<file path="src/snz_pkg.sv">
// Package for the 2D simplex noise block generator.
// Holds request and pipeline types, fixed-point constants and hash helpers.
// No dependencies.
package snz_pkg;

    typedef struct packed {
        logic signed [33:0] x_base;
        logic signed [33:0] y_base;
        logic signed [32:0] x_span;
        logic signed [32:0] y_span;
    } req_t;

    typedef struct packed {
        logic       valid;
        logic [1:0] column;
        logic [1:0] row;
        logic       last;
    } meta_t;

    localparam logic signed [63:0] F2_Q24    = 64'sd6140887;
    localparam logic [63:0]        G2_Q32_U  = 64'd907633386;
    localparam logic signed [35:0] G2_Q32    = 36'sd907633386;
    localparam logic signed [35:0] ONE_Q32   = 36'sd4294967296;
    localparam logic signed [37:0] HALF_Q28  = 38'sd134217728;
    localparam logic signed [63:0] SCALE_Q16 = 64'sd5928472;
    localparam logic signed [63:0] SUM_RND   = 64'sd16777216;
    localparam logic signed [15:0] OUT_MAX   = 16'sd32767;
    localparam logic signed [15:0] OUT_MIN   = -16'sd32768;

    localparam logic [31:0] HC0 = 32'h7ed55d16;
    localparam logic [31:0] HC1 = 32'hc761c23c;
    localparam logic [31:0] HC2 = 32'h165667b1;
    localparam logic [31:0] HC3 = 32'hd3a2646c;
    localparam logic [31:0] HC4 = 32'hfd7046c5;
    localparam logic [31:0] HC5 = 32'hb55a4f09;

    function automatic logic [31:0] mix_lo(input logic [31:0] h_in);
        logic [31:0] h;
        h = h_in;
        h = (h + HC0) + (h << 12);
        h = (h ^ HC1) ^ (h >> 19);
        h = (h + HC2) + (h << 5);
        return h;
    endfunction

    function automatic logic [31:0] mix_hi(input logic [31:0] h_in);
        logic [31:0] h;
        h = h_in;
        h = (h + HC3) ^ (h << 9);
        h = (h + HC4) + (h << 3);
        h = (h ^ HC5) ^ (h >> 16);
        return h;
    endfunction

    function automatic logic signed [31:0] round_q28(input logic signed [35:0] v);
        logic signed [35:0] s;
        s = (v + 36'sd8) >>> 4;
        return s[31:0];
    endfunction

    function automatic logic signed [33:0] grad_term(input logic signed [31:0] v,
                                                     input logic unit_sel,
                                                     input logic positive);
        logic signed [33:0] m;
        m = unit_sel ? (34'(v) <<< 1) : 34'(v);
        return positive ? m : -m;
    endfunction

endpackage

</file>
<file path="src/snz_front.sv">
// Front of the noise block: accepts requests and turns them into base and span.
// Depends on snz_pkg for the request type.
module snz_front
(
    input  logic               start,
    input  logic               queue_full,
    input  logic signed [31:0] x_start,
    input  logic signed [31:0] y_start,
    input  logic signed [31:0] x_stop,
    input  logic signed [31:0] y_stop,
    output logic               busy,
    output logic               push,
    output snz_pkg::req_t      push_data
);

    always_comb
    begin
        busy              = queue_full;
        push              = start && !queue_full;
        push_data.x_base  = {x_start, 2'b00};
        push_data.y_base  = {y_start, 2'b00};
        push_data.x_span  = 33'(x_stop) - 33'(x_start);
        push_data.y_span  = 33'(y_stop) - 33'(y_start);
    end

endmodule

</file>
<file path="config.mk">
export PLATFORM = sky130hd
export DESIGN_NAME = snz_front
export DESIGN_NICKNAME = d
export VERILOG_FILES = /design/src/snz_pkg.sv /design/src/snz_front.sv
export SDC_FILE = /design/constraint.sdc
export NUM_CORES = 1
export LEC_CHECK = 0
export ABC_CLOCK_PERIOD_IN_PS = 9600
export BUFFER_PORTS_ARGS = -buffer_cell sky130_fd_sc_hd__buf_2
export CORE_UTILIZATION = 25
export DETAILED_ROUTE_END_ITERATION = 8
export PLACE_DENSITY = 0.5
export SYNTH_ARGS = -nofsm -noshare
export SYNTH_HDL_FRONTEND = slang
export SYNTH_SLANG_ARGS = --single-unit
</file>
<file path="constraint.sdc">
create_clock -name vclk -period 9.6
set_clock_uncertainty 0.15 [all_clocks]
set_input_delay 1.92 -clock vclk [all_inputs]
set_output_delay 1.92 -clock vclk [all_outputs]
set_load 0.005 [all_outputs]
</file>
---- Word level (Yosys, flattened, before mapping) ----
Index checks and enable logic that the tools add are counted.
operators by class
  add/subtract/negate cells ............... 2
  multipliers ............................. 0
  divide/modulo/power cells ............... 0
  order comparisons ....................... 0
  equal/unequal tests ..................... 0
  shifts and indexed selects .............. 0
  mux-type cells .......................... 0
  bitwise logic cells ..................... 0
  reduce and logical (&&, ||, !) cells .... 2
operators by type and width
  kind                          count
  subtractor 32 x 32 -> 33 bit  2
  logical AND 1 bit             1
  logical NOT 1 bit             1
storage, ports and cells
  register bits after elaboration ......... 0
  latch bits .............................. 0
  bits in writable memories ............... 0
  memory bits (read-only) ................. 0
  input port bits ......................... 130
  output and inout bits ................... 136
  word-level logic and storage cells ...... 4
  memories ................................ 0

---- Logic depth before layout (Yosys ltp) ----
Gate-level depths: netlist (run 1).
  depth in word-level cells ............... 2
  depth in mapped cells ................... 11
  depth with buffers taken out ............ 11

---- Least setup slack after synthesis (run 1) ----
Ideal clock, no wire load.
  kind .................................... in2out
  from .................................... in y_stop[0]
  to ...................................... out push_data[30] (netlist bit)
  arrival time ............................ 4.116 ns
  data required time ...................... 7.530 ns
  setup slack ............................. 3.414 ns
  stages .................................. 11
  buffers on the path ..................... 0
  cell sequence ........................... inv_1 -> ha_1 -> fa_1 -> and2b_1 -> o2111ai_1 -> and3_1 -> o311a_4 -> o41ai_4 -> a21oi_2 -> o21ai_2 -> xnor2_1
RTL lines
  element          RTL line         RTL
  start, declared  snz_front.sv:10  input logic signed [31:0] y_stop,
  end, declared    snz_front.sv:13  output snz_pkg::req_t push_data

==> results of run 1 <==
## critical path: cells and delay by family
family	cells	cell delay, ns
AO/OA/AOI/OAI	7	1.74
adder cells (fa/ha/maj)	2	0.61
buffers and inverters	2	0.22
AND/OR/NAND/NOR	1	0.16
## metal layers
metal | GRT usage, % | vias up | part of all wire (%)
li1 | - | 2417 | -
met1 | 18.4 | 2043 | 45
met2 | 25.8 | 195 | 48
met3 | 1.03 | 2 | 6.6
met4 | 0 | 2 | 0.016
met5 | 0 | - | 0.10
## power by group through the flow
stage	logic (mW)	clock network (mW)	registers (mW)
2_1_floorplan	0.244	0	0
6_report	0.372	0.0000000139	0
4_1_cts	0.376	0	0
3_3_place_gp	0.376	0	0
3_5_place_dp	0.373	0	0
5_1_grt	0.418	0	0
## final cells by class
class,count,area [um^2],share of cell area [%]
tap,216,270,5.26
multi-input combinational,450,3240,63.0
antenna,1,2.50,0.0487
timing repair buffer,262,1310,25.5
inverter,84,315,6.13
## stage by stage
| step | cells | hold WS, ns | power [mW] |
|---|---|---|---|
| floorplan | 615 | 3.72 | 0.244 |
| global placement | 1012 | 3.87 | 0.376 |
| detailed placement | 1012 | 3.87 | 0.373 |
| CTS | 1012 | 3.87 | 0.376 |
| global route | 1012 | 3.87 | 0.418 |
| finish | 1013 | 3.87 | 0.372 |
## cells by family (layout without fill, tap and decap cells)
| kind of cell | after synthesis | count (layout) | share of synthesized area, % |
|---|---|---|---|
| compound gates | 198 | 198 | 31.4 |
| buf+inv | 165 | 346 | 21.6 |
| simple gates | 122 | 122 | 13.7 |
| fa+ha+maj | 66 | 66 | 20.4 |
| xor+xnor | 59 | 59 | 12.5 |
| other cells | 1 | 5 | 0.0910 |
| mux | 1 | 1 | 0.243 |
## synth_stat cells (all sizes together), types with 2 or more instances
master and instances:
a41oi 2, clkbuf 7, and2 2, nand4 7
buf 74, o21bai 8, xor2 22, and3 3
xnor2 37, a31o 3, or2 3, o31ai 7
a21oi 72, nor2 31, o211ai 5, fa 2
o21ai 34, a21o 33, inv 84, nand2 43
a31oi 6, o22ai 3, nor3 5, nand2b 7
a211oi 5, o41ai 2, nand3 10, ha 64
a2111oi 2, o21a 7, nor2b 6, o2111ai 3
## final timing paths
path                        start            end  slack [ns]  cells past startpoint
worst max-delay path   x_start[0]  push_data[65]        2.86                     12
worst min-delay path  y_start[23]  push_data[91]        3.87                      2
==> impl_metrics.env, run 1 <==
export IMPL_regArea_um2=0
export IMPL_initial_core_util_pct=25.7
export IMPL_end_kind="output port"
export IMPL_path_class="in2out"
export IMPL_critPathSlowestCell="a2111oi_0"
export IMPL_coreArea_mm2=0.0160
export IMPL_relSlewSlack_pct=60.1
export IMPL_drc=0
export IMPL_p_sw_uw=199
export IMPL_drt_wl_total_um=12700
export IMPL_ys_seq_area_share_pct=0
export IMPL_dp_slack_ns=2.92
export IMPL_netSwitchingFraction_pct=53.4
export IMPL_synth_cells=612
export IMPL_layout_common_cells="buf_2 (262), inv_1 (84), a21oi_1 (69), ha_1 (64), nand2_1 (43)"
export IMPL_n_clock_buffer=0
export IMPL_slowest_delay_ns=0.57
export IMPL_syn_area_mm2=0.00412
export IMPL_vias=4659
export IMPL_area_growth_pct=24.8
export IMPL_overflow=0
export IMPL_p_int_uw=174
export IMPL_leakage_nw=3.00
export IMPL_seq_cell_count=0
export IMPL_mostFrequentLayoutCell="buf_2"
export IMPL_wl_per_cell_um=12.5
export IMPL_worstPathCellList="buf_2, ha_1, fa_1, nor2b_1, o211ai_1, a21oi_2, o21ai_1, a2111oi_0, o21ai_1, a21o_1, a31o_1, buf_2"
export IMPL_fmax_mhz=148
export IMPL_drive_gt1_share_pct=34.5
export IMPL_nets=994
export IMPL_synth_top_cell_area_share_pct=19.4
export IMPL_post_cts_buffers=0
export IMPL_setup_ws_ns=2.86
export IMPL_power_share_clock_pct=0
export IMPL_gp_congestion=0.812
export IMPL_antenna_found_initial=1
export IMPL_synthDistinctLibCells=54
export IMPL_fp_dieArea_mm2=0.0170
export IMPL_die_width_um=130
export IMPL_setup_tns_ns=0
export IMPL_grt_usage_pct=13.9
export IMPL_fin_crit_ns=6.74
export IMPL_dp_hpwl_um=11500
export IMPL_ir_drop_mv=0.0244
export IMPL_avgSynthCellArea_um2=6.73
export IMPL_worstHoldPathType="in2out"
export IMPL_combinationalPowerShare_pct=100.0
export IMPL_grt_max_degree=10
export IMPL_fin_crit_sh_pct=70.2
export IMPL_grt_pass1_wl_um=19400
export IMPL_outcome="finished clean"
export IMPL_core_rowCount=46
export IMPL_cts_hold_buffers=0
export IMPL_hold_viol=0
export IMPL_firstDrtPassIters=4
export IMPL_die_y_um=130
export IMPL_worst_pin_slew_ns=0.583
export IMPL_worstPathArrival_ns=4.67
export IMPL_power_density_mw_per_mm2=72.4
export IMPL_viasPerCell=4.60
export IMPL_ios=266
export IMPL_required_ns=7.53
export IMPL_maxCapViolCount=0
export IMPL_rsz0062_at_grt="false"
export IMPL_synth_area_top_cells="ha_1 (19%), buf_4 (13%), a21oi_1 (8.4%)"
export IMPL_ys_warn_count=0
export IMPL_drv_slew=0
export IMPL_portBuffers=262
export IMPL_first_global_vias=4169
export IMPL_cp_start_kind="input port"
export IMPL_finalSetupViolCount=0
export IMPL_cts_resized_gates=0
export IMPL_dpl_cell_area_mm2=0.00514
export IMPL_power_share_sequential_pct=0
export IMPL_fillCellCount=1827
export IMPL_design_area_mm2=0.00514
export IMPL_cp_max_fo=5
export IMPL_final_util_pct=32.1
export IMPL_ant_nets=0
export IMPL_drtIter0Drc=162
export IMPL_yosys_area_top_type="ha_1"
No activity file was read; power rests on OpenSTA's default activity.
==> run 2: changes to the inputs <==
- ABC_AREA: not set -> 1
- ABC_CLOCK_PERIOD_IN_PS: 9600 -> 6300
- PLACE_DENSITY: 0.5 -> 0.46
- clock period: 9.6 -> 6.3 ns (I/O delays scaled with it)
==> run 2 against run 1 <==
Total power rose by 71%. Flip-flop and latch count is the same. Cell count is 64% higher. Combinational power grew 71%. First-iteration DRC count grew 37%. Non-clock buffer count unchanged. Area after synthesis rose by 38%. Critical endpoint is now push_data[45]. Via count increased by 45%. Die area up 38%. Largest power group unchanged. Wire length is 39% higher. Critical path depth unchanged.
==> impl_metrics.env, run 2 <==
export IMPL_placedCellCount=1662
export IMPL_combinationalPowerShare_pct=100.0
export IMPL_n_clock_buffer=0
export IMPL_power_density_mw_per_mm2=92.9
export IMPL_overflow=0
export IMPL_cpMostUsedCell="nand2_1"
export IMPL_viasPerCell=4.06
export IMPL_avgSynthCellArea_um2=4.80
export IMPL_grt_pass1_wl_um=29400
export IMPL_antenna_found_initial=0
export IMPL_coreArea_mm2=0.0221
export IMPL_power_uw=636
export IMPL_nets=1580
export IMPL_post_cts_buffers=0
export IMPL_worstHoldPathType="in2out"
export IMPL_drive_gt1_share_pct=20.6
export IMPL_first_global_vias=6371
export IMPL_seq_cell_count=0
export IMPL_yosys_area_top_type="nand2_1"
export IMPL_cp_start_kind="input port"
export IMPL_fin_crit_sh_pct=70.2
export IMPL_area_growth_pct=20.1
export IMPL_drtIter0Drc=222
export IMPL_gp_congestion=0.852
export IMPL_power_share_sequential_pct=0
export IMPL_finalSetupViolCount=0
export IMPL_drt_wl_total_um=17700
export IMPL_fin_crit_ns=4.42
export IMPL_firstDrtPassIters=4
export IMPL_leakage_nw=5.08
export IMPL_required_ns=4.89
export IMPL_p_sw_uw=379
export IMPL_path_class="in2out"
export IMPL_initial_core_util_pct=25.8
export IMPL_netSwitchingFraction_pct=59.6
export IMPL_portBuffers=262
export IMPL_ios=266
export IMPL_regArea_um2=0
export IMPL_end_kind="output port"
export IMPL_fillCellCount=2673
export IMPL_synth_top_cell_area_share_pct=32.2
export IMPL_critPathSlowestCell="fa_1"
export IMPL_outcome="finished clean"
export IMPL_drv_slew=0
export IMPL_ys_warn_count=0
export IMPL_dpl_cell_area_mm2=0.00684
export IMPL_grt_usage_pct=14.9
export IMPL_grt_max_degree=8
export IMPL_design_area_mm2=0.00684
export IMPL_vias=6747
export IMPL_synth_area_top_cells="nand2_1 (32%), inv_1 (21%), ha_1 (14%)"
export IMPL_fp_dieArea_mm2=0.0234
export IMPL_dp_hpwl_um=16400
export IMPL_hold_ws_ns=2.55
export IMPL_multiInputGateArea_mm2=0.00399
export IMPL_rsz0062_at_grt="false"
export IMPL_slowest_delay_ns=0.42
export IMPL_die_y_um=153
export IMPL_p_int_uw=257
export IMPL_core_rowCount=54
export IMPL_cts_resized_gates=0
export IMPL_final_cells=1662
export IMPL_synthDistinctLibCells=20
export IMPL_fmax_mhz=226
export IMPL_mostFrequentLayoutCell="nand2_1"
export IMPL_setup_tns_ns=0
export IMPL_ys_seq_area_share_pct=0
export IMPL_cp_max_fo=3
export IMPL_maxCapViolCount=0
export IMPL_synth_cells=1187
export IMPL_yosysMostFrequentCell="nand2_1"
export IMPL_hold_viol=0
export IMPL_ant_nets=0
export IMPL_synth_commonest_cells="nand2_1 (489), inv_1 (317), nor2_1 (84)"
export IMPL_drc=0
export IMPL_diodes=0
export IMPL_syn_area_mm2=0.00570
export IMPL_cts_hold_buffers=0
export IMPL_layout_common_cells="nand2_1 (489), inv_1 (317), buf_2 (262), nor2_1 (84), ha_1 (64)"
export IMPL_worstPathCellList="buf_2, ha_1, fa_1, inv_1, nand2_1, nand2_1, nand3_1, nand2_2, nand2_1, nand2_2, xor2_1, buf_2"
export IMPL_power_share_clock_pct=0
export IMPL_ir_drop_mv=0.0350
export IMPL_worstPathArrival_ns=3.01
export IMPL_die_width_um=153
export IMPL_wl_per_cell_um=10.6
## run 2: changes by cell type in the layout (fill, tap and decap cells not counted), sizes merged, moves of 32 or more
cell,delta
nand2,+465
inv,+233
o21ai,-34
nand3,+37
xnor2,-32
nor2,+53
## run 2: layout make-up
type | instances | area share [%]
timing repair buffer | 262 | 19.2
tap | 280 | 5.12
multi-input combinational | 803 | 58.3
inverter | 317 | 17.4
## run 2: final timing paths
kind,from,end,depth (start not counted)
setup / recovery,x_start[0],push_data[45],12
hold / removal,x_start[24],push_data[126],2
## run 2: routing by layer
| layer | track usage [%] | wire length (um) |
|---|---|---|
| met2 | 29.7 | 8940 |
| met4 | 0.866 | 107 |
| met1 | 18.2 | 8060 |
| met3 | 0.482 | 568 |
| met5 | 0 | 0 |
## run 2: logic make-up after synthesis
group,after synthesis,synth area share (%)
adders and majority gates,66,14.8
and+or+nand+nor,658,46.2
buffers and inverters,387,30.1
xor gates and xnor gates,30,4.61
other,1,0.0658
AOI/OAI and AO/OA,45,4.20
## run 2: critical path, delay by kind of cell
kind	cells	cell delay, ns
buf+inv	3	0.39
fa+ha+maj	2	0.63
xor+xnor	1	0.23
simple gates	6	0.52
## run 2: power by group through the flow
| stage | clock (mW) | combinational (mW) | sequential [mW] |
|---|---|---|---|
| final | 0 | 0.636 | 0 |
| after global routing | 0 | 0.731 | 0 |
| after CTS | 0 | 0.649 | 0 |
| after detailed placement | 0 | 0.645 | 0 |
| after global placement | 0 | 0.646 | 0 |
| after floorplan | 0 | 0.417 | 0 |
## run 2: through the flow
| step | setup slack (ns) | util [%] |
|---|---|---|
| floorplan | 2.33 | - |
| global placement | 1.88 | 31.0 |
| detailed placement | 1.85 | 31.0 |
| CTS | 1.84 | 31.0 |
| global route | 1.71 | 31.0 |
| finish | 1.88 | 31.0 |
