[src/snz_pkg.sv]
// Package for the 2D simplex noise block generator.
// Holds request and pipeline types, fixed-point constants and hash helpers.
// No dependencies.
package snz_pkg;

    typedef struct packed {
        logic signed [33:0] x_base;
        logic signed [33:0] y_base;
        logic signed [32:0] x_span;
        logic signed [32:0] y_span;
    } req_t;

    typedef struct packed {
        logic       valid;
        logic [1:0] column;
        logic [1:0] row;
        logic       last;
    } meta_t;

    localparam logic signed [63:0] F2_Q24    = 64'sd6140887;
    localparam logic [63:0]        G2_Q32_U  = 64'd907633386;
    localparam logic signed [35:0] G2_Q32    = 36'sd907633386;
    localparam logic signed [35:0] ONE_Q32   = 36'sd4294967296;
    localparam logic signed [37:0] HALF_Q28  = 38'sd134217728;
    localparam logic signed [63:0] SCALE_Q16 = 64'sd5928472;
    localparam logic signed [63:0] SUM_RND   = 64'sd16777216;
    localparam logic signed [15:0] OUT_MAX   = 16'sd32767;
    localparam logic signed [15:0] OUT_MIN   = -16'sd32768;

    localparam logic [31:0] HC0 = 32'h7ed55d16;
    localparam logic [31:0] HC1 = 32'hc761c23c;
    localparam logic [31:0] HC2 = 32'h165667b1;
    localparam logic [31:0] HC3 = 32'hd3a2646c;
    localparam logic [31:0] HC4 = 32'hfd7046c5;
    localparam logic [31:0] HC5 = 32'hb55a4f09;

    function automatic logic [31:0] mix_lo(input logic [31:0] h_in);
        logic [31:0] h;
        h = h_in;
        h = (h + HC0) + (h << 12);
        h = (h ^ HC1) ^ (h >> 19);
        h = (h + HC2) + (h << 5);
        return h;
    endfunction

    function automatic logic [31:0] mix_hi(input logic [31:0] h_in);
        logic [31:0] h;
        h = h_in;
        h = (h + HC3) ^ (h << 9);
        h = (h + HC4) + (h << 3);
        h = (h ^ HC5) ^ (h >> 16);
        return h;
    endfunction

    function automatic logic signed [31:0] round_q28(input logic signed [35:0] v);
        logic signed [35:0] s;
        s = (v + 36'sd8) >>> 4;
        return s[31:0];
    endfunction

    function automatic logic signed [33:0] grad_term(input logic signed [31:0] v,
                                                     input logic unit_sel,
                                                     input logic positive);
        logic signed [33:0] m;
        m = unit_sel ? (34'(v) <<< 1) : 34'(v);
        return positive ? m : -m;
    endfunction

endpackage

[src/snz_fifo.sv]
// Two-entry request queue between the front and the back of the noise block.
// Depends on snz_pkg for the request type.
module snz_fifo
(
    input  logic          clk,
    input  logic          rst_n,
    input  logic          push,
    input  snz_pkg::req_t push_data,
    input  logic          pop,
    output snz_pkg::req_t head,
    output logic          empty,
    output logic          full
);

    snz_pkg::req_t entry_reg [2];
    logic       wr_ptr_reg, wr_ptr_next;
    logic       rd_ptr_reg, rd_ptr_next;
    logic [1:0] count_reg, count_next;

    always_comb
    begin
        wr_ptr_next = push ? ~wr_ptr_reg : wr_ptr_reg;
        rd_ptr_next = pop ? ~rd_ptr_reg : rd_ptr_reg;
        count_next  = count_reg + 2'(push) - 2'(pop);
    end

    always_ff @(posedge clk or negedge rst_n)
    begin
        if (!rst_n)
        begin
            wr_ptr_reg <= 1'b0;
            rd_ptr_reg <= 1'b0;
            count_reg  <= 2'd0;
        end
        else
        begin
            wr_ptr_reg <= wr_ptr_next;
            rd_ptr_reg <= rd_ptr_next;
            count_reg  <= count_next;
        end
    end

    always_ff @(posedge clk)
    begin
        if (push)
        begin
            entry_reg[wr_ptr_reg] <= push_data;
        end
    end

    assign head  = entry_reg[rd_ptr_reg];
    assign empty = (count_reg == 2'd0);
    assign full  = (count_reg == 2'd2);

endmodule

[config.mk]
export PLATFORM = sky130hd
export DESIGN_NAME = snz_fifo
export DESIGN_NICKNAME = d
export VERILOG_FILES = /design/src/snz_pkg.sv /design/src/snz_fifo.sv
export SDC_FILE = /design/constraint.sdc
export NUM_CORES = 1
export LEC_CHECK = 0
export BUFFER_PORTS_ARGS = -buffer_cell sky130_fd_sc_hd__buf_2
export CORE_MARGIN = 3
export CORE_UTILIZATION = 52
export DETAILED_ROUTE_END_ITERATION = 8
export HOLD_SLACK_MARGIN = 0.02
export PLACE_DENSITY = 0.79
export SYNTH_ARGS = -nofsm -noshare
export SYNTH_HDL_FRONTEND = slang
export SYNTH_SLANG_ARGS = --single-unit
[constraint.sdc]
create_clock -name clk -period 9.8 [get_ports clk]
set_clock_uncertainty 0.1 [all_clocks]
set_input_delay 0.49 -clock clk [delete_from_list [all_inputs] [get_ports clk]]
set_output_delay 0.49 -clock clk [all_outputs]
set_load 0.05 [all_outputs]
# Word level (Yosys, flattened, before mapping)
# Memories as Yosys holds them, arrays and structs flattened.
# Index checks and enable logic that the tools add are counted.
# word_totals
register_bits,4
mem_bits_rw,268
elab_cells,12
memories,1
# op_classes
n_addsub,2
n_eq_ne,1
mux,2
bitwise_logic,2
n_reduce_logical,1
# memory_table
name,depth,width,rd,rd_ports_with_merged_regs,wr,line_no,rtl
entry_reg,2,134,1,0,1,snz_fifo.sv:15,snz_pkg::req_t entry_reg [2];
# op_table
cell,n
$add 2x1->2,1
$eq 2x2->1 const B,1
$logic_not 2->1,1
$mux 1,2
$not 1->1,2
$sub 2x1->2,1

# Longest topological paths before layout
# Gate-level depths: netlist (run 1).
# logic_depth
depth_word,2
depth_mapped,5

# Worst setup path before layout (run 1)
# Ideal clock, no wire load.
# synth_path
path_kind,register -> register
startpoint,register wr_ptr_reg
endpoint,"memory entry_reg[0][0] (netlist name), enable pin"
setup_time_ns,0.645
t_arrival_ns,6.322
path_slack_ns,2.733
stages_incl_launch_ff,2
period_less_slack_ns,7.067
path_cell_list,dfrtp_1 -> nor2b_1
# synth_rtl
element,line_no,rtl
from (decl),snz_fifo.sv:16,"logic wr_ptr_reg, wr_ptr_next;"
from (signal assigned),snz_fifo.sv:37,wr_ptr_reg <= wr_ptr_next;
to (decl),snz_fifo.sv:15,
# No word-level cell before the write port.

==> results of run 1 <==
[cells by family after synthesis]
logic type | after synthesis
flops | 272
mux | 134
buf+inv | 17
simple gates | 4
xor+xnor | 3
fa+ha+maj | 2
[power groups by stage]
stage          Combinational, W  Sequential [W]  Clock, W
4_1_cts                 0.00175         0.00167  0.000947
6_report                0.00173         0.00166  0.000923
3_3_place_gp            0.00172         0.00167         0
2_1_floorplan           0.00147         0.00164         0
3_5_place_dp            0.00174         0.00169         0
5_1_grt                 0.00180         0.00169  0.000994
[synth_stat cells]
cell type and n:
dfrtp_1 4, inv_1 2, xor2_1 2, mux2_4 50
buf_6 7, nor2_1 1, nor2b_1 2, buf_2 8
and2_1 1, mux2_2 84, ha_1 2, xor3_1 1
edfxtp_1 268
[what timing repair did]
| item | CTS | global route |
|---|---|---|
| hold buffers | 1 | 0 |
| hold endpoints to repair | 4 | 0 |
| endpoints found under the setup margin | 0 | 0 |
[layout make-up]
| cell class | count | area (um^2) |
|---|---|---|
| antenna | 1 | 2.50 |
| clock buffer | 37 | 713 |
| clock inverter | 12 | 83.8 |
| fill | 1242 | 6340 |
| inverter | 2 | 7.51 |
| multi-input combinational | 143 | 1800 |
| sequential | 272 | 8150 |
| tap | 260 | 325 |
| timing repair buffer | 278 | 1410 |
[worst max-delay path by stage]
stage                 endpoint  slack, ns  startpoint  cells past startpoint
3_5_place_dp          head[28]       6.47  rd_ptr_reg                      3
2_1_floorplan  entry_reg[0][0]       2.73  wr_ptr_reg                      1
5_1_grt               head[28]       5.72  rd_ptr_reg                      3
6_report              head[28]       5.91  rd_ptr_reg                      3
3_3_place_gp          head[49]       6.53  rd_ptr_reg                      3
4_1_cts                head[2]       5.89  rd_ptr_reg                      3
[cells in the final DEF (no fill, tap or decap), types with 2 or more instances in the layout]
cell / n
clkbuf_1: 10
mux2_2: 84
ha_1: 2
mux2_4: 50
edfxtp_1: 268
xor2_1: 2
clkbuf_16: 27
clkinv_2: 3
inv_1: 2
buf_4: 4
buf_2: 273
clkinv_1: 6
dfrtp_1: 3
[per-stage QoR]
| stage | util, % | area, um^2 |
|---|---|---|
| 2_1_floorplan | - | 10100 |
| 3_3_place_gp | 62.0 | 11700 |
| 4_1_cts | 66.3 | 12500 |
| 5_1_grt | 66.3 | 12500 |
| 6_report | 66.3 | 12500 |
| 3_5_place_dp | 62.0 | 11700 |
[layer usage]
layer | up-vias | share of wire, % | GRT usage, %
met5 | - | 0.068 | 0
met4 | 2 | 3.2 | 5.46
met3 | 49 | 8.5 | 5.37
met2 | 246 | 51 | 30.8
met1 | 2515 | 38 | 20.5
li1 | 2313 | - | -
==> flow_summary.yaml, run 1 <==
outcome:
  status: "completed"
floorplanning:
  coreArea_mm2: 0.0188
  die_x_um: 145
  die_h_um: 145
  rows: 50
  num_io_pins: 274
  dieArea_mm2: 0.0211
  start_util_pct: 53.4
logic_synthesis:
  synthXorXnorAreaFrac_pct: 0.410
  yosysUniqueCellTypes: 13
  synth_top_family_by_area: "multiplexers"
  syn_area_per_cell_um2: 23.3
  synth_top_cell_area_share_pct: 80.0
  synth_compound_area_share_pct: 0
  yosysTopAreaCell: "edfxtp_1"
  yosys.area_share.simple_pct: 0.224
  yosysWarnings: 0
  synthAdderAreaFrac_pct: 0.249
  synth_nets: 572
  synth_cells: 432
  synth_area_mm2: 0.0101
  muxShareOfSynthArea_pct: 16.9
  yosys-top-cells-area: "edfxtp_1 80%, mux2_2 9.4%, mux2_4 7.5%"
  ys_seq_elements: 272
  seq_area_frac_synth_pct: 81.0
global_route:
  antenna_found_initial: 2
  grt_pass1_wl_um: 29400
  overflow: 0
  grt_start_max_net_pins: 87
  grt_use_total_pct: 17.4
  grt_pass1_vias: 5562
timing:
  final_min_period_over_clock_period_pct: 39.7
  tns_ns: 0
  slew_violations: 0
  relSlewSlack_pct: 21.8
  fin_crit_ns: 3.89
  worstMarginPinSlew_ns: 1.17
  rsz0062_at_grt: "no"
  final-setup-viol-count: 0
  fmax_mhz: 257
  fin_ws_ns: 5.91
  finalHoldViolations: 0
  hold_ws_ns: 0.0566
cts:
  cts_tree: "done"
  root_buffer: "clkbuf_16"
  clock_sinks: 272
  cts_made_buffers: 27
  clockBufferDepth: 3
  htreeDepth: 1
  cts_resized: 0
  post_cts_buffers: 0
  clk_pin_slew_ns: 0.06
  worst_skew_pair.late_latency_ns: 0.51
worst_setup_path:
  cp_max_fo: 71
  arrival_ns: 3.30
  worstSetupStartpointType: "flop"
  r2r_end: "entry_reg[1][54]"
  path_buf_inv: 2
  r2r_cells: 2
  reg2reg_slack_ns: 7.18
  cp_data_required_time_ns: 9.21
  cp_slowest_stage_delay_ns: 1.03
  cpLargestDelayFamily: "buffers and inverters"
  critPathKind: "flop to output pin"
  end_kind: "output pin"
  slowest_stage: "dfrtp_4"
  path_cells: "buf_4 -> mux2_2 -> buf_2"
  r2r_start: "wr_ptr_reg"
cells_and_area:
  drive_gt1_share_pct: 60.1
  stdcell_count: 1005
  area_growth_syn_to_layout_pct: 24.1
  largest_register_ffs: 268
  nNetsFinal: 864
route:
  vias: 5125
  first_pass_iters: 4
  via_per_inst: 5.10
  drc: 0
  drtIter0Drc: 226
  avgRoutedWirePerCell_um: 18.9
  antenna_left: 0
  routed_wl_um: 19000
min_path:
  min_path_cells: 1
  min_to: "entry_reg[0][23]"
  worstHoldStart: "push_data[23]"
  hold_class: "input port to flop"
pwr:
  power_frac_comb_pct: 40.1
  power.share.clock_pct: 21.4
  peakVddDrop_mv: 0.225
  p_leak_nw: 4.85
  p_per_area_mw_per_mm2: 345
  swShare_pct: 39.9
  internal_power_w: 0.00259
  p_sw_w: 0.00172
  finalPower_w: 0.00431
  seqPwrFrac_pct: 38.5
placed_design:
  post-place-cells: 954
  gp_congestion: 0.799
  portBuffers: 273
  dp_worst_setup_slack_ns: 6.47
  dp_hpwl_um: 12600
flow_run:
  cap_violations: 0
No activity file was read; power rests on OpenSTA's default activity.
==> run 2: changes to the inputs <==
==> constraint.sdc (replaced) <==
create_clock -name clk -period 3.7 [get_ports clk]
set_clock_uncertainty 0.1 [all_clocks]
set_input_delay 0.185 -clock clk [delete_from_list [all_inputs] [get_ports clk]]
set_output_delay 0.185 -clock clk [all_outputs]
set_load 0.05 [all_outputs]
==> flow_summary.yaml, run 2 (synthesis results as in run 1) <==
route:
  first_pass_iters: 4
  antenna_left: 0
  routed_wl_um: 22400
  via_per_inst: 4.97
  drc: 0
  avgRoutedWirePerCell_um: 19.5
  drtIter0Drc: 279
  vias: 5703
floorplanning:
  dieArea_mm2: 0.0211
  coreArea_mm2: 0.0188
  die_x_um: 145
  rows: 50
  start_util_pct: 53.4
  num_io_pins: 274
  die_h_um: 145
placed_design:
  gp_congestion: 0.747
  portBuffers: 273
  placed_cell_area_mm2: 0.0117
  dp_hpwl_um: 13100
worst_setup_path:
  cp_max_fo: 43
  critPathKind: "flop to output pin"
  path_cells: "buf_4 -> mux2_2 -> buf_2"
  path_buf_inv: 2
  slowest_stage: "dfrtp_4"
  arrival_ns: 2.51
  cp_slowest_stage_delay_ns: 0.90
  worstSetupStartpointType: "flop"
  end_kind: "output pin"
  cp_data_required_time_ns: 3.41
  cpLargestDelayFamily: "flip-flops"
cts:
  htreeDepth: 1
  clock_sinks: 272
  worst_skew_pair.late_latency_ns: 0.51
  root_buffer: "clkbuf_16"
  clk_pin_slew_ns: 0.06
  clockBufferDepth: 3
  post_cts_buffers: 0
  cts_tree: "done"
  cts_made_buffers: 27
  cts-hold-fix-buffers: 138
  cts_resized: 0
global_route:
  antenna_found_initial: 1
  grt_use_total_pct: 20.7
  grt_start_max_net_pins: 73
  grt_pass1_vias: 6184
  overflow: 0
  grt_pass1_wl_um: 34800
cells_and_area:
  largest_register_ffs: 268
  final_common_cell: "buf_2"
  drive_gt1_share_pct: 51.5
  fin_area_mm2: 0.0140
  mostFrequentLayoutCells: "273 x buf_2, 268 x edfxtp_1, 138 x dlygate4sd3_1, 84 x mux2_2, 50 x mux2_4"
  nNetsFinal: 1005
  area_growth_syn_to_layout_pct: 39.0
pwr:
  peakVddDrop_mv: 0.739
  p_leak_nw: 5.49
  finalPower_w: 0.0119
  p_per_area_mw_per_mm2: 848
timing:
  hold_ws_ns: 0.284
  slew_violations: 0
  tns_ns: 0
  relSlewSlack_pct: 32.4
  worstMarginPinSlew_ns: 1.01
  fin_crit_ns: 2.80
  rsz0062_at_grt: "no"
  final-setup-viol-count: 0
  finalHoldViolations: 0
  fmax_mhz: 358
  final_min_period_over_clock_period_pct: 75.5
flow_run:
  cap_violations: 0
min_path:
  hold_class: "input port to flop"
outcome:
  status: "completed"
-- run 2: worst reg2reg max path: cells and delay by family (launching register included) --
family        cells  cell delay [ns]
buf+inv           1             0.72
flops             1             0.43
simple gates      1             0.13
-- run 2: stage by stage --
stage	util, %	std cells	worst slack, ns
final	74.3	1148	0.905
after detailed placement	62.3	958	1.40
after floorplan	-	432	0.765
after global routing	74.3	1147	0.779
after global placement	62.3	958	1.46
after CTS	74.3	1146	0.827
-- run 2: metal layers --
layer | share of wire, % | GRT usage (%)
met4 | 2.3 | 5.65
met5 | 0 | 0
met2 | 51 | 36.5
met3 | 6.6 | 4.90
met1 | 40 | 25.9
-- run 2: final timing paths --
| kind | from | to | slack (ns) | depth (start not counted) |
|---|---|---|---|---|
| max | rd_ptr_reg | head[71] | 0.90 | 3 |
| min | push_data[60] | entry_reg[1][60] | 0.28 | 2 |
| max reg2reg | wr_ptr_reg | entry_reg[0][50] | 1.85 | 2 |
| min reg2reg | wr_ptr_reg | wr_ptr_reg | 0.45 | 1 |
| max in group asynchronous | rst_n | rd_ptr_reg | 2.79 | 3 |
| min in group asynchronous | rst_n | count_reg[1] | 0.49 | 3 |
-- run 2: power breakdown --
part / total [W] / internal, W / leakage (nW) / switching (W)
registers: 0.00436 / 0.00409 / 2.56 / 0.000269
clock network: 0.00266 / 0.00158 / 0.423 / 0.00108
logic: 0.00484 / 0.00147 / 2.51 / 0.00337
total: 0.0119 / 0.00714 / 5.49 / 0.00472
-- run 2: cell type report --
| class | count | area (um^2) |
|---|---|---|
| timing repair buffer | 419 | 2830 |
| multi-input combinational | 143 | 1800 |
| sequential | 272 | 8150 |
| antenna | 2 | 5.00 |
| clock buffer | 36 | 719 |
| clock inverter | 14 | 150 |
| tap | 260 | 325 |
| inverter | 2 | 7.51 |
| fill | 1048 | 4840 |
==> run 3: changes to the inputs <==
==> constraint.sdc (replaced) <==
create_clock -name clk -period 2.6 [get_ports clk]
set_clock_uncertainty 0.1 [all_clocks]
set_input_delay 0.13 -clock clk [delete_from_list [all_inputs] [get_ports clk]]
set_output_delay 0.13 -clock clk [all_outputs]
set_load 0.05 [all_outputs]
==> flow_summary.yaml, run 3 (synthesis results as in run 1) <==
floorplanning:
  rows: 50
  die_x_um: 145
  coreArea_mm2: 0.0188
  num_io_pins: 274
  dieArea_mm2: 0.0211
  start_util_pct: 53.4
  die_h_um: 145
placed_design:
  dp_hpwl_um: 13100
  portBuffers: 273
  placed_cell_area_mm2: 0.0118
  dp_worst_setup_slack_ns: 0.852
  gp_congestion: 0.730
route:
  routed_wl_um: 22500
  antenna_left: 0
  via_per_inst: 5.00
  first_pass_iters: 4
  avgRoutedWirePerCell_um: 19.5
  drc: 0
  drtIter0Drc: 240
  vias: 5754
timing:
  final_min_period_over_clock_period_pct: 89.3
  rsz0062_at_grt: "no"
  fmax_mhz: 431
  relSlewSlack_pct: 71.5
  slew_violations: 0
  hold_ws_ns: 0.229
  worstMarginPinSlew_ns: 0.427
  tns_ns: 0
  fin_crit_ns: 2.32
  fin_ws_ns: 0.279
  finalHoldViolations: 0
  final-setup-viol-count: 0
cts:
  worst_skew_pair.late_latency_ns: 0.52
  cts_made_buffers: 28
  post_cts_buffers: 0
  clock_sinks: 272
  htreeDepth: 1
  root_buffer: "clkbuf_16"
  clockBufferDepth: 3
  cts_tree: "done"
  clk_pin_slew_ns: 0.06
cells_and_area:
  nNetsFinal: 1006
  area_growth_syn_to_layout_pct: 39.6
  final_common_cell: "buf_2"
  fin_area_mm2: 0.0140
  largest_register_ffs: 268
  drive_gt1_share_pct: 51.4
  mostFrequentLayoutCells: "273 x buf_2, 268 x edfxtp_1, 138 x dlygate4sd3_1, 84 x mux2_2, 50 x mux2_4"
global_route:
  grt_use_total_pct: 20.9
  grt_start_max_net_pins: 69
  grt_pass1_wl_um: 35200
  antenna_found_initial: 2
  grt_pass1_vias: 6341
  overflow: 0
worst_setup_path:
  worstSetupStartpointType: "flop"
  arrival_ns: 2.09
  end_kind: "output pin"
  cp_max_fo: 64
  slowest_stage: "dfrtp_4"
  cp_slowest_stage_delay_ns: 0.53
  cpLargestDelayFamily: "buffers and inverters"
  path_buf_inv: 2
  path_cells: "buf_12 -> mux2_2 -> buf_2"
  cp_data_required_time_ns: 2.37
  critPathKind: "flop to output pin"
pwr:
  peakVddDrop_mv: 0.978
  p_per_area_mw_per_mm2: 1200
  p_leak_nw: 5.52
flow_run:
  cap_violations: 0
outcome:
  status: "completed"
min_path:
  hold_class: "input port to flop"
-- run 3: final timing paths --
check,from,endpoint,slack [ns],cells past startpoint
setup / recovery,rd_ptr_reg,head[53],0.28,3
hold / removal,push_data[8],entry_reg[0][8],0.23,2
setup reg to reg,wr_ptr_reg,entry_reg[1][91],0.88,2
hold reg to reg,wr_ptr_reg,wr_ptr_reg,0.45,1
max in group asynchronous,rst_n,rd_ptr_reg,1.77,3
min in group asynchronous,rst_n,count_reg[1],0.43,3
-- run 3: timing repair --
action | 4_1_cts | 5_1_grt
hold buffers | 138 | 0
resized for setup | 0 | 0
endpoints found under the setup margin | 0 | 0
hold endpoints to repair | 276 | 0
-- run 3: layout make-up --
type	count	area, um^2
Antenna cell	2	5.00
Clock buffer	36	752
Clock inverter	16	125
Fill cell	1075	4790
Inverter	2	7.51
Multi-Input combinational cell	143	1800
Sequential cell	272	8150
Tap cell	260	325
Timing Repair Buffer	419	2880
-- run 3: layer usage --
layer | track usage, % | share of wire (%)
met5 | 0 | 0
met4 | 4.89 | 2.0
met3 | 5.28 | 6.9
met2 | 37.6 | 53
met1 | 25.5 | 38
-- run 3: metrics by stage --
stage	std cells	total power, W	utilization (%)
6_report	1150	0.0169	74.6
3_5_place_dp	958	0.0130	62.6
5_1_grt	1150	0.0175	74.6
3_3_place_gp	958	0.0129	62.6
2_1_floorplan	432	0.0116	-
4_1_cts	1148	0.0170	74.6
-- run 3: power by group --
| group | internal (W) | switching (W) |
|---|---|---|
| logic | 0.00214 | 0.00492 |
| registers | 0.00582 | 0.000258 |
| clock network | 0.00223 | 0.00155 |
